**config.mk**
```make
export PLATFORM = sky130hd
export DESIGN_NAME = rcq_ctrl
export DESIGN_NICKNAME = d
export VERILOG_FILES = /design/src/sv/rcq_pkg.sv /design/src/sv/rcq_ctrl.sv
export SDC_FILE = /design/constraint.sdc
export NUM_CORES = 1
export LEC_CHECK = 0
export BUFFER_PORTS_ARGS = -buffer_cell sky130_fd_sc_hd__buf_2
export CAP_MARGIN = 20
export CORE_UTILIZATION = 40
export CTS_CLUSTER_DIAMETER = 150
export DETAILED_ROUTE_END_ITERATION = 10
export PLACE_DENSITY_LB_ADDON = 0.12
export SLEW_MARGIN = 20
export SYNTH_ARGS = -nofsm -noshare
export SYNTH_HDL_FRONTEND = slang
export SYNTH_SLANG_ARGS = --single-unit
```
**constraint.sdc**
```tcl
create_clock -name i_clk -period 3.85 [get_ports i_clk]
set_input_delay 0.385 -clock i_clk [delete_from_list [all_inputs] [get_ports i_clk]]
set_output_delay 0.385 -clock i_clk [all_outputs]
set_load 0.01 [all_outputs]
```
**src/sv/rcq_pkg.sv**
```systemverilog
// Shared types and constants for the rank count query block.
// No dependencies; imported by rcq_ctrl and rank_count_query_top.
package rcq_pkg;

    localparam int CMD_W   = 2;
    localparam int IDX_W   = 10;
    localparam int VAL_W   = 32;
    localparam int CNT_W   = 11;
    localparam int CFG_W   = 11;
    localparam logic [CFG_W-1:0] ENTRIES_RESET = 11'd1024;

    typedef enum logic [CMD_W-1:0] {
        CMD_LOAD_A = 2'd0,
        CMD_LOAD_B = 2'd1,
        CMD_QUERY  = 2'd2,
        CMD_NONE   = 2'd3
    } t_cmd;

    typedef struct packed {
        logic             valid;
        logic [CNT_W-1:0] count;
        logic             index_error;
        logic             is_last;
    } t_result;

endpackage

```
**src/sv/rcq_ctrl.sv**
```systemverilog
// Command decode, entries register and B-table scan sequencer.
// Depends on rcq_pkg; drives the two table RAMs instantiated by the top level.
module rcq_ctrl #(
    parameter int DEPTH = 1024,
    parameter int AW    = 10
) (
    input  logic                       i_clk,
    input  logic                       i_rst_n,
    input  logic                       start,
    output logic                       busy,
    input  logic [rcq_pkg::CMD_W-1:0]  i_command,
    input  logic [rcq_pkg::IDX_W-1:0]  i_index,
    input  logic [rcq_pkg::VAL_W-1:0]  i_value,
    input  logic                       i_last_query,
    input  logic                       i_cfg_valid,
    output logic                       o_cfg_ready,
    input  logic [rcq_pkg::CFG_W-1:0]  i_cfg_data,
    output logic                       o_we_a,
    output logic                       o_we_b,
    output logic [AW-1:0]              o_waddr,
    output logic [rcq_pkg::VAL_W-1:0]  o_wdata,
    output logic                       o_re_a,
    output logic [AW-1:0]              o_raddr_a,
    input  logic [rcq_pkg::VAL_W-1:0]  i_rdata_a,
    output logic                       o_re_b,
    output logic [AW-1:0]              o_raddr_b,
    input  logic [rcq_pkg::VAL_W-1:0]  i_rdata_b,
    output rcq_pkg::t_result           o_result
);

    import rcq_pkg::*;

    typedef enum logic {
        ST_IDLE,
        ST_SCAN
    } t_state;

    t_state           r_state;
    logic [CFG_W-1:0] r_entries;
    logic [AW-1:0]    r_scan;
    logic [CNT_W-1:0] r_count;
    logic             r_last;
    t_result          r_result;

    logic [CFG_W-1:0] n_used;
    logic             accept;
    logic             in_range;
    logic             idx_ok;
    logic             is_le;
    logic             scan_end;
    logic [CNT_W-1:0] n_count;
    logic [AW-1:0]    idx_addr;

    assign accept   = start && !busy;
    assign busy     = (r_state != ST_IDLE);
    // hold off register writes while a query scans or a command is offered
    assign o_cfg_ready = !busy && !start;

    // entries in use saturate at the table depth
    assign n_used   = (32'(r_entries) > DEPTH) ? CFG_W'(DEPTH) : r_entries;
    assign in_range = (32'(i_index) < DEPTH);
    assign idx_ok   = (32'(i_index) < 32'(n_used));
    assign idx_addr = AW'(32'(i_index));

    assign is_le    = ($signed(i_rdata_b) <= $signed(i_rdata_a));
    assign n_count  = r_count + CNT_W'(is_le);
    assign scan_end = ((32'(r_scan) + 32'd1) == 32'(n_used));

    always_comb begin
        o_we_a    = 1'b0;
        o_we_b    = 1'b0;
        o_re_a    = 1'b0;
        o_re_b    = 1'b0;
        o_waddr   = idx_addr;
        o_wdata   = i_value;
        o_raddr_a = idx_addr;
        o_raddr_b = r_scan + AW'(1);
        if (accept) begin
            case (i_command)
                CMD_LOAD_A: o_we_a = in_range;
                CMD_LOAD_B: o_we_b = in_range;
                CMD_QUERY: begin
                    o_re_a    = idx_ok;
                    o_re_b    = idx_ok;
                    o_raddr_b = '0;
                end
                default: ;
            endcase
        end else if (r_state == ST_SCAN) begin
            o_re_b = 1'b1;
        end
    end

    always_ff @(posedge i_clk) begin
        if (!i_rst_n) begin
            r_state         <= ST_IDLE;
            r_entries       <= ENTRIES_RESET;
            r_result.valid  <= 1'b0;
        end else begin
            r_result.valid <= 1'b0;
            if (i_cfg_valid && o_cfg_ready) begin
                r_entries <= i_cfg_data;
            end
            unique case (r_state)
                ST_IDLE: begin
                    if (accept && i_command == CMD_QUERY) begin
                        r_last  <= i_last_query;
                        r_scan  <= '0;
                        r_count <= '0;
                        if (idx_ok) begin
                            r_state <= ST_SCAN;
                        end else begin
                            r_result.valid       <= 1'b1;
                            r_result.count       <= '0;
                            r_result.index_error <= 1'b1;
                            r_result.is_last     <= i_last_query;
                        end
                    end
                end
                ST_SCAN: begin
                    // B[r_scan] is on the read port; A[index] held since the query
                    r_count <= n_count;
                    r_scan  <= r_scan + AW'(1);
                    if (scan_end) begin
                        r_state              <= ST_IDLE;
                        r_result.valid       <= 1'b1;
                        r_result.count       <= n_count;
                        r_result.index_error <= 1'b0;
                        r_result.is_last     <= r_last;
                    end
                end
                default: r_state <= ST_IDLE;
            endcase
        end
    end

    assign o_result = r_result;

endmodule

```
* After elaboration in Yosys (flattened, before gate mapping)
Index checks and enable logic that the tools add are counted.
Cells by class: add/sub/neg operators 3, multiply operators 0, div/mod/pow operators 0, order comparisons 3, eq/ne operators 6, shifts and indexed selects 0, mux-type cells 23, bitwise gates (word level) 1, reduce and logical (&&, ||, !) cells 10
Operator list (number):
- 14-bit 2-to-1 mux | 3
- 32-bit less-or-equal comparator | 1
- 10-bit 2-to-1 mux | 3
- 14-bit case mux with 2 select lines | 1
- 11-bit 2-to-1 mux | 2
- 11-bit case mux with 2 select lines | 1
- 10-bit case mux with 2 select lines | 1
- 10-bit by 1-bit adder with 11-bit output, second input constant | 1
- 11-bit by 1-bit adder with 11-bit output | 1
- 11-bit equality test | 1
- 11-bit > comparator, second input constant | 1
- 10-bit by 11-bit less-than comparator with 1-bit output | 1
- 1-bit 2-to-1 mux | 11
- 10-bit by 1-bit adder with 10-bit output, second input constant | 1
- 1-bit logical AND | 4
- 2-bit != test, second input constant | 2
- 4-bit AND reduction | 1
- 3-bit AND reduction | 1
- 2-bit by 1-bit equality test with 1-bit output, second input constant | 1
- 2-bit equality test, second input constant | 1
- 1-bit zero test | 2
- 2-bit zero test | 1
- 2-bit by 1-bit != test with 1-bit output, second input constant | 1
- 1-bit case mux with 2 select lines | 1
- 2 further kinds | 2
Storage, ports and cells: register bits after elaboration 48, bits in latches 0, RAM bits 0, memory bits (read-only) 0, input port bits 124, logic and storage cells 55, memories 0

* Logic depth before layout (Yosys ltp)
Gate-level depths: netlist of the first run.
word-level depth 6, gate-level depth with buffers 14

* Least setup slack after synthesis of the first run
Ideal clock, no wire load.
kind register to register, start point register r_entries[10], end point register r_result (netlist bit o_result[0]) (enable), data arrival time 2.520 ns, setup slack 0.942 ns, cell stages (with the launch flop) 10, path buffers 2, cells stage by stage dfxtp_1 buf_2 clkbuf_2 nand2b_1 ha_1 and4_1 o21ai_0 a211o_1 or2_2 o22ai_1
Between the ends: longest elaborated chain between the ends 5, elaborated cells on any way between the ends 7, those cells by class order compare (2); eq/ne (3); mux (1); reduce/logical (1)
RTL lines:
- start: declaration | line rcq_ctrl.sv:39 | logic [CFG_W-1:0] r_entries;
- start signal: assignment | line rcq_ctrl.sv:102 | r_entries <= i_cfg_data;
- 11-bit > comparator | line rcq_ctrl.sv:60 | assign n_used = (32'(r_entries) > DEPTH) ? CFG_W'(DEPTH) : r_entries;
- 11-bit 2-to-1 mux (*) | line rcq_ctrl.sv:60
- 10-bit by 11-bit less-than comparator with 1-bit output / 11-bit equality test (equally long branches) | line rcq_ctrl.sv:62, rcq_ctrl.sv:67
- 2-bit != test (no line) / 2-bit by 1-bit != test with 1-bit output (equally long branches)
- 4-bit AND reduction (no line) (*)
- end: declaration | line rcq_ctrl.sv:43 | t_result r_result;
Mark *: on every way between the ends. The rest lies on a longest branch, timed or not. A chain may end at the register's enable or synchronous reset.

* Final worst setup path of the first run
start point register r_entries[10], end point output o_re_b
Between the ends: longest elaborated chain between the ends 5
RTL lines:
- 11-bit > comparator | line rcq_ctrl.sv:60
- 11-bit 2-to-1 mux (*) | line rcq_ctrl.sv:60
- 10-bit by 11-bit less-than comparator with 1-bit output (*) | line rcq_ctrl.sv:62 | assign idx_ok = (32'(i_index) < 32'(n_used));
- 1-bit 2-to-1 mux (*) | line rcq_ctrl.sv:79 | case (i_command)
- 1-bit 2-to-1 mux (*) | line rcq_ctrl.sv:78 | if (accept) begin
- end: declaration | line rcq_ctrl.sv:25 | output logic o_re_b,
Marked as above.

==> metrics, run 1 <==
RR Startpoint r_scan[0]$_SDFFCE_PN0P_; Max-slew headroom a little under three fifths; Finished Cell Area 0.00456 mm2; dpl hpwl 8020 um; Final Hold Fails 0; R2R depth 7; crit path cell chain nor2b_1 -> inv_2 -> ha_1 -> and4_1 -> o21ai_0 -> a211o_1 -> and2_1 -> or2_2 -> buf_2; vias in the first global route around 3100; worst hold path endpoint r_last$_DFFE_PP_; hold_sp i_last_query; # H-tree levels 2; Area growth syn-to-layout 13.8%; CTS sink cnt 48; CTS max path bufs 2; vias per cell 4.85; P_leak 0.00208 uW; max cap viols 0; Mapped Cells 445; WS Path Type reg2out; Starting Density roughly two fifths; Final Max Tran Viols 0; first-pass GRT wire length between 10000 and 15000 um; #FFs+latches synth 48; Placer Congestion between 0.7 and 0.8; crit end category output pin; type of the worst min-delay path in2reg; die height 102 um; Worst Tran Pin Value 673 ps; Final period util 80.9%; Crit path max-delay family simple AND/OR/NAND/NOR gates; highest net fanout along the worst path 18; critical path arrival 2730 ps; Post-synth EDFFs 35; core area around 0.0097 mm2; total number of vias 3233; ant diodes 0; Max stage delay on crit path 510 ps; run status completed; syn nets 613; Worst Setup SP r_entries[10]$_SDFFE_PN1P_; post-placement cell area 0.00447 mm2; initial antenna violation count 0; most common cell after layout, fill and taps aside buf_2; commonest non-fill, non-tap cells in the layout buf_2, ha_1, inv_1; Initial DRC Count 100; Power per Cell Area 252 mW/mm2; wirelength, routed roughly 9600 um; setup violators final 0; post-cts resize count 0; Buf+Inv Stages, Crit Path 2; Post-Place Setup Slack 714 ps; Filler Cell Count 1021; Worst Hold Path Cells 1; Hold-fix buffers, CTS 0; Mean Syn Cell Area 9.00 um2; Pre-antenna DRT Iters 4; port buffer count 141; final worst path period need 3110 ps; RSZ-0062 raised after global routing no; worst vdd ir ~0.00015 V; synth warn 0; clock-pin slew on the worst setup and hold paths 100 ps; GR Overflow Total 0; RR Endpoint o_result[0]$_DFFE_PP_; Worst Slack Setup Final 736 ps; clock root buffer clkbuf_8; Layout Nets 701; FP Rows 36; Synth Cell Area 0.00401 mm2; register area share after synthesis 32.7%; WP data required 3460 ps; routed len/inst 14.4 um; R2R Setup Slk 950 ps; Die Wd 102 um; largest net degree at the start of global routing 30; Cell variety after synth 54; Critical-path top delay cell dfxtp_1; setup repair bufs after CTS 0; Skew-Pair Late Insertion Delay 300 ps; antenna-violating nets left 0; All-Layer GR Usage 18.6%; Die ar. 0.0104 mm2; Post-synth ARST share 0%; CTS tree built; CP startpoint kind flop; fmax 0.321 GHz; Main synth FF type edfxtp_1; final setup TNS 0 ps; Setup Skew around 4.5 ps; Num CTS Buffers 5; IO Pins 206; DR DRC count 0; share of layout cells above drive strength 1 approximately 33%
==> where the power goes <==
group / leakage [uW] / switching [uW] / internal [uW]
Combinational: 0.00161 / 129 / 120
Clock: 0.0000407 / 183 / 129
Sequential: 0.000431 / 19.7 / 566
==> state kept, by name (all words and copies together) (netlist names) <==
register	cells
busy	1
r_last	1
r_scan	10
r_entries	11
o_result	14
r_count	11
==> worst max path at each step <==
stage                              to  slack (ps)  cells past startpoint
6_report                       o_re_b         740                      9
4_1_cts                        o_re_b         720                      9
5_1_grt                        o_re_b         530                     10
3_5_place_dp   o_result[12]$_DFFE_PP_         710                     15
2_1_floorplan   o_result[0]$_DFFE_PP_         940                      9
3_3_place_gp   o_result[12]$_DFFE_PP_         780                     15
==> synth_stat cells, types with 4 or more instances <==
master | number | share of area (%)
nand2b_1 | 9 | 1.4
nor3_1 | 5 | 0.62
nor2_1 | 38 | 3.6
inv_1 | 43 | 4.0
and2_1 | 7 | 1.1
a21oi_1 | 22 | 2.7
o21ai_0 | 9 | 1.1
and3_1 | 7 | 1.1
xnor2_1 | 8 | 1.7
o21a_1 | 4 | 0.75
edfxtp_1 | 35 | 26
buf_4 | 53 | 9.9
nand2_1 | 28 | 2.6
a21o_1 | 10 | 1.9
ha_1 | 44 | 14
dfxtp_1 | 13 | 6.5
nand3_1 | 16 | 2.0
nor2b_1 | 9 | 1.4
nor3_2 | 10 | 2.5
xor2_1 | 13 | 2.8
clkbuf_1 | 6 | 0.56
nand4_1 | 11 | 1.7
==> kinds of logic after synthesis <==
| family | Yosys count | share of synthesized area [%] |
|---|---|---|
| xor gates and xnor gates | 21 | 4.59 |
| buffers and inverters | 108 | 15.4 |
| DFF | 48 | 32.7 |
| muxes | 2 | 0.625 |
| AOI/OAI and AO/OA | 61 | 10.5 |
| adders and majority gates | 44 | 13.7 |
| and+or+nand+nor | 161 | 22.4 |
==> layer usage <==
layer	track usage, %	vias to the layer above	part of all wire, %
met5	0	-	0
met4	4.40	0	1.2
met3	4.65	12	6.7
met2	31.9	117	49
met1	23.3	1437	43
li1	-	1667	-
==> final cells by class <==
| type | count | area (um2) | share of cell area (%) |
|---|---|---|---|
| Sequential cell | 48 | 1310 | 28.8 |
| Clock buffer | 5 | 68.8 | 1.51 |
| Inverter | 44 | 165 | 3.62 |
| Clock inverter | 3 | 21.3 | 0.467 |
| Tap cell | 133 | 166 | 3.65 |
| Timing Repair Buffer | 145 | 736 | 16.1 |
| Multi-Input combinational cell | 289 | 2090 | 45.8 |
==> metrics by stage <==
step / hold slack [ps] / instances / utilization [%] / total power [uW]
finish: 288 / 667 / 46.8 / 1150
global route: 276 / 667 / 46.8 / 1220
CTS: 279 / 667 / 46.8 / 1160
detailed placement: 474 / 659 / 45.9 / 850
global placement: 467 / 659 / 45.9 / 844
floorplan: 445 / 445 / - / 791
No activity file was read; power rests on OpenSTA's default activity.
==> run 2, diff against run 1 <==
Clock period 3.85 ns to 2.79 ns, I/O delays scaled along.
==> metrics, run 2 (synthesis results as in run 1) <==
core area 0.00973 mm2; Switching Power between 400 and 500 uW; port buffer count 141; combinational fraction of design power 22.5%; critical path arrival 2400 ps; Hold-fix buffers, CTS 0; Area growth syn-to-layout 19.5%; Int Pwr 1230 uW; Die ar. 0.0104 mm2; Initial DRC Count 82; worst hold slack around 190 ps; Largest register FFs 14; wirelength, routed 9490 um; final worst path period need 2680 ps; Crit path max-delay family simple AND/OR/NAND/NOR gates; R2R Setup Slk approximately 320 ps; first-pass GRT wire length ~15000 um; type of the worst min-delay path in2reg; CP startpoint kind flop; final setup TNS 0 ps; All-Layer GR Usage 18.2%; R2R depth 9; dpl hpwl 7980 um; CTS tree built; CTS max path bufs 2; share of layout cells above drive strength 1 37.0%; routed len/inst 13.9 um; FP Rows 36; Clock power frac between 20% and 30%; Worst Hold Path Cells 2; # H-tree levels 2; ant diodes 0; RSZ-0062 raised after global routing yes; Buf+Inv Stages, Crit Path 2; vias per cell 4.83; setup violators final 0; RR Endpoint o_result[7]$_DFFE_PP_; Critical-path top delay cell dfxtp_4; max cap viols 0; Die Wd 102 um; Filler Cell Count 996; die height 102 um; highest net fanout along the worst path 8; clock root buffer clkbuf_8; WP data required 2510 ps; DR DRC count 0; hold_sp i_rst_n; Worst Slack Setup Final 108 ps; initial antenna violation count 0; GR Overflow Total 0; Max-slew headroom 67.3%; Finished Cell Area 0.00478 mm2; Setup Skew 5.25 ps; WS Path Type reg2out; clock-pin slew on the worst setup and hold paths about 90 ps; crit path cell chain buf_6 -> nand2b_1 -> ha_1 -> and4_1 -> o21ai_1 -> a211o_1 -> and2_4 -> or2_2 -> buf_2; total power 1680 uW; crit end category output pin; fmax 0.373 GHz; Pre-antenna DRT Iters 4; Num CTS Buffers 5; post-placement cell area 0.00461 mm2; most common cell after layout, fill and taps aside buf_2; vias in the first global route 3056; worst hold path endpoint r_entries[10]$_SDFFE_PN1P_; antenna-violating nets left 0; Final Hold Fails 0; CTS sink cnt 48; switching part of the total power 26.7%; run status completed; largest net degree at the start of global routing 21; Final period util 96.1%; Max stage delay on crit path 380 ps; worst vdd ir 0.000185 V; commonest non-fill, non-tap cells in the layout buf_2, inv_1, ha_1; Power per Cell Area 351 mW/mm2; Starting Density 41.2%; Skew-Pair Late Insertion Delay approximately 300 ps; Layout Nets 718; Placer Congestion 0.793; RR Startpoint r_entries[10]$_SDFFE_PN1P_; P_leak 0.00220 uW; Post-Place Setup Slack -157 ps; IO Pins about 210; total number of vias 3301; Final Max Tran Viols 0; Reg power frac 47.8%; Worst Tran Pin Value 490 ps
run 2: cell types whose count changed in the layout (fill, tap and decap cells not counted), sizes merged:
cell	change
buf	+17
clkinv	+2
clkinvlp	-2
bufinv	+1
inv	-1
run 2: power by group through the flow:
stage / Sequential (uW) / Clock, uW / Combinational (uW)
detailed placement: 817 / 0 / 370
finish: 802 / 499 / 377
floorplan: 812 / 0 / 280
global placement: 816 / 0 / 364
CTS: 802 / 511 / 374
global route: 806 / 533 / 427
run 2: worst reg2reg max path: stages, from the launching register on:
cell and delay [ps]:
dfxtp_4 380, buf_6 140, nand2b_1 150, ha_1 290
and4_1 180, o21ai_1 60, a211o_1 320, or2_2 300
o22ai_2 190, buf_12 170
run 2: worst max-delay path by stage:
stage | startpoint | end | slack [ps] | depth (start not counted)
floorplan | r_entries[10]$_SDFFE_PN1P_ | o_result[0]$_DFFE_PP_ | 150 | 9
global placement | i_rdata_a[13] | o_result[12]$_DFFE_PP_ | -100 | 15
finish | r_entries[10]$_SDFFE_PN1P_ | o_re_b | 110 | 9
detailed placement | i_rdata_a[13] | o_result[12]$_DFFE_PP_ | -160 | 15
global route | i_rdata_a[21] | r_count[10]$_SDFFCE_PN0P_ | -20 | 15
CTS | r_entries[10]$_SDFFE_PN1P_ | o_re_b | 40 | 10
run 2: per-layer routing:
| metal | global-route usage [%] | vias up | wire length (um) | part of all wire [%] |
|---|---|---|---|---|
| met2 | 31.5 | 113 | 4680 | 49 |
| met1 | 22.7 | 1486 | 4040 | 43 |
| met3 | 4.24 | 11 | 600 | 6.3 |
| met4 | 4.73 | 0 | 167 | 1.8 |
| li1 | - | 1691 | - | - |
| met5 | 0 | - | 0 | 0 |
run 2: final cells by class:
type	count	area (um2)	share of cell area [%]
Sequential cell	48	1320	27.5
Multi-Input combinational cell	289	2140	44.8
Clock inverter	3	42.5	0.889
Inverter	44	165	3.45
Tap cell	133	166	3.48
Timing Repair Buffer	162	883	18.5
Clock buffer	5	68.8	1.44
run 2: what timing repair did:
| item | in CTS | in global routing |
|---|---|---|
| setup buffers | 0 | 1 |
| resized for setup | 4 | 12 |
| setup endpoints to repair | 1 | 4 |
| pin swaps | 0 | 2 |
run 2: per-stage QoR:
stage / util (%) / cells
2_1_floorplan: - / 445
3_3_place_gp: 47.3 / 675
3_5_place_dp: 47.3 / 675
4_1_cts: 48.6 / 683
5_1_grt: 49.2 / 684
6_report: 49.2 / 684
==> run 3, diff against run 2 <==
Clock period 2.79 ns to 2.5 ns, I/O delays scaled along.
==> metrics, run 3 (synthesis results as in run 1) <==
vias in the first global route 3294; die height between 100 and 150 um; failing checks negative setup slack; Area growth syn-to-layout 30.1%; CTS sink cnt 48; clock-pin slew on the worst setup and hold paths roughly 100 ps; vias per cell 4.93; routed len/inst 14.6 um; antenna-violating nets left 0; GR Util met2 33.5%; Pre-antenna DRT Iters 4; type of the worst min-delay path in2reg; GR peak layer met2; DR DRC count 0; total number of vias around 3500; clock root buffer clkbuf_8; Worst Setup SP r_entries[10]$_SDFFE_PN1P_; Num CTS Buffers 5; Final Hold Fails 0; Max stage delay on crit path 390 ps; Power per Cell Area 398 mW/mm2; run status complete, but fails checks; FP Rows 36; Worst Hold Path Cells 1; highest net fanout along the worst path 8; commonest non-fill, non-tap cells in the layout buf_2, inv_1, nor2_1; WP data required roughly 2300 ps; Die ar. 0.0104 mm2; fin util around 54%; RR Endpoint o_result[6]$_DFFE_PP_; Max-slew headroom 64.4%; # H-tree levels 2; crit end category output pin; R2R depth 10; first-pass GRT wire length 15400 um; grt met1 use 23.1%; R2R Setup Slk 20 ps; hold_sp i_last_query; share of layout cells above drive strength 1 45.9%; Hold-fix buffers, CTS 0; IO Pins 206; crit path cell chain nand2b_1 -> ha_4 -> a211oi_2 -> nor2_1 -> nor3_2 -> a211o_1 -> and2_4 -> or2_4 -> buf_6; dpl hpwl 7840 um; RSZ-0062 raised after global routing yes; Setup Skew between 7 and 8 ps; Final Max Tran Viols 0; GR Overflow Total 0; Initial DRC Count 106; placed insts 683; largest net degree at the start of global routing 30; core area 0.00973 mm2; worst vdd ir roughly 0.00025 V; All-Layer GR Usage 19.1%; worst hold path endpoint r_last$_DFFE_PP_; total power 2070 uW; max cap viols 0; final worst path period need 2540 ps; most common cell after layout, fill and taps aside buf_2; wirelength, routed 10200 um; Critical-path top delay cell dfxtp_4; port buffer count 141; Worst Slack Setup Final -39.9 ps; Post-Place Setup Slack -322 ps; fmax 0.394 GHz; Starting Density between 40 and 50%; ant diodes 0; RR Startpoint r_entries[10]$_SDFFE_PN1P_; CTS max path bufs 2; WS Path Type reg2out; initial antenna violation count 0; Skew-Pair Late Insertion Delay 310 ps; setup violators final 1; CTS tree built; Layout Nets around 730; Non-Filler Instances 700; Largest register FFs 14; M3 GR Usage 4.92%; critical path arrival 2290 ps; Placer Congestion 0.901; Worst Tran Pin Value 533 ps; P_leak 0.00232 uW; CP startpoint kind flop; Die Wd 102 um; Final period util 102%
## run 3: repair_timing
action	4_1_cts	5_1_grt
setup buffers	6	3
resized for setup	16	32
setup endpoints to repair	15	34
pin swaps	5	21
cloned	0	0
## run 3: worst max path at each step
stage | slack (ps) | depth (start not counted) | endpoint
CTS | -70 | 10 | o_re_b
global route | -120 | 10 | o_re_b
floorplan | -8 | 13 | r_count[10]$_SDFFCE_PN0P_
detailed placement | -320 | 15 | r_count[10]$_SDFFCE_PN0P_
finish | -40 | 9 | o_re_b
global placement | -320 | 15 | r_count[10]$_SDFFCE_PN0P_
## run 3: layer usage
layer,vias up,wire length (um)
met3,14,732
li1,1726,-
met1,1584,4370
met2,130,5010
met4,0,132
met5,-,0
## run 3: per-stage QoR
step / cell area (um2) / hold WS [ps] / TNS, ps
finish: 5210 / 129 / -39.9
global route: 5210 / 118 / -1550
CTS: 5010 / 124 / -165
detailed placement: 4760 / 449 / -4720
global placement: 4760 / 446 / -4750
floorplan: 4110 / 322 / -14.5
## run 3: where the power goes
part	internal (uW)	switching (uW)	leakage (uW)
sequential	872	25.0	0.000432
combinational	241	245	0.00182
clock	403	289	0.0000687
## run 3: area by class of cell
class,count,area [um2]
Inverter,44,170
Clock inverter,3,68.8
Multi-Input combinational cell,289,2420
Fill cell,957,4520
Timing Repair Buffer,178,1010
Tap cell,133,166
Sequential cell,48,1320
Clock buffer,5,68.8
## run 3: worst max-delay path, delay by kind of cell (launching register included)
kind            cells  cell delay [ps]
simple gates        5              760
buf+inv             1              120
fa+ha+maj           1              300
flops               1              390
compound gates      2              390
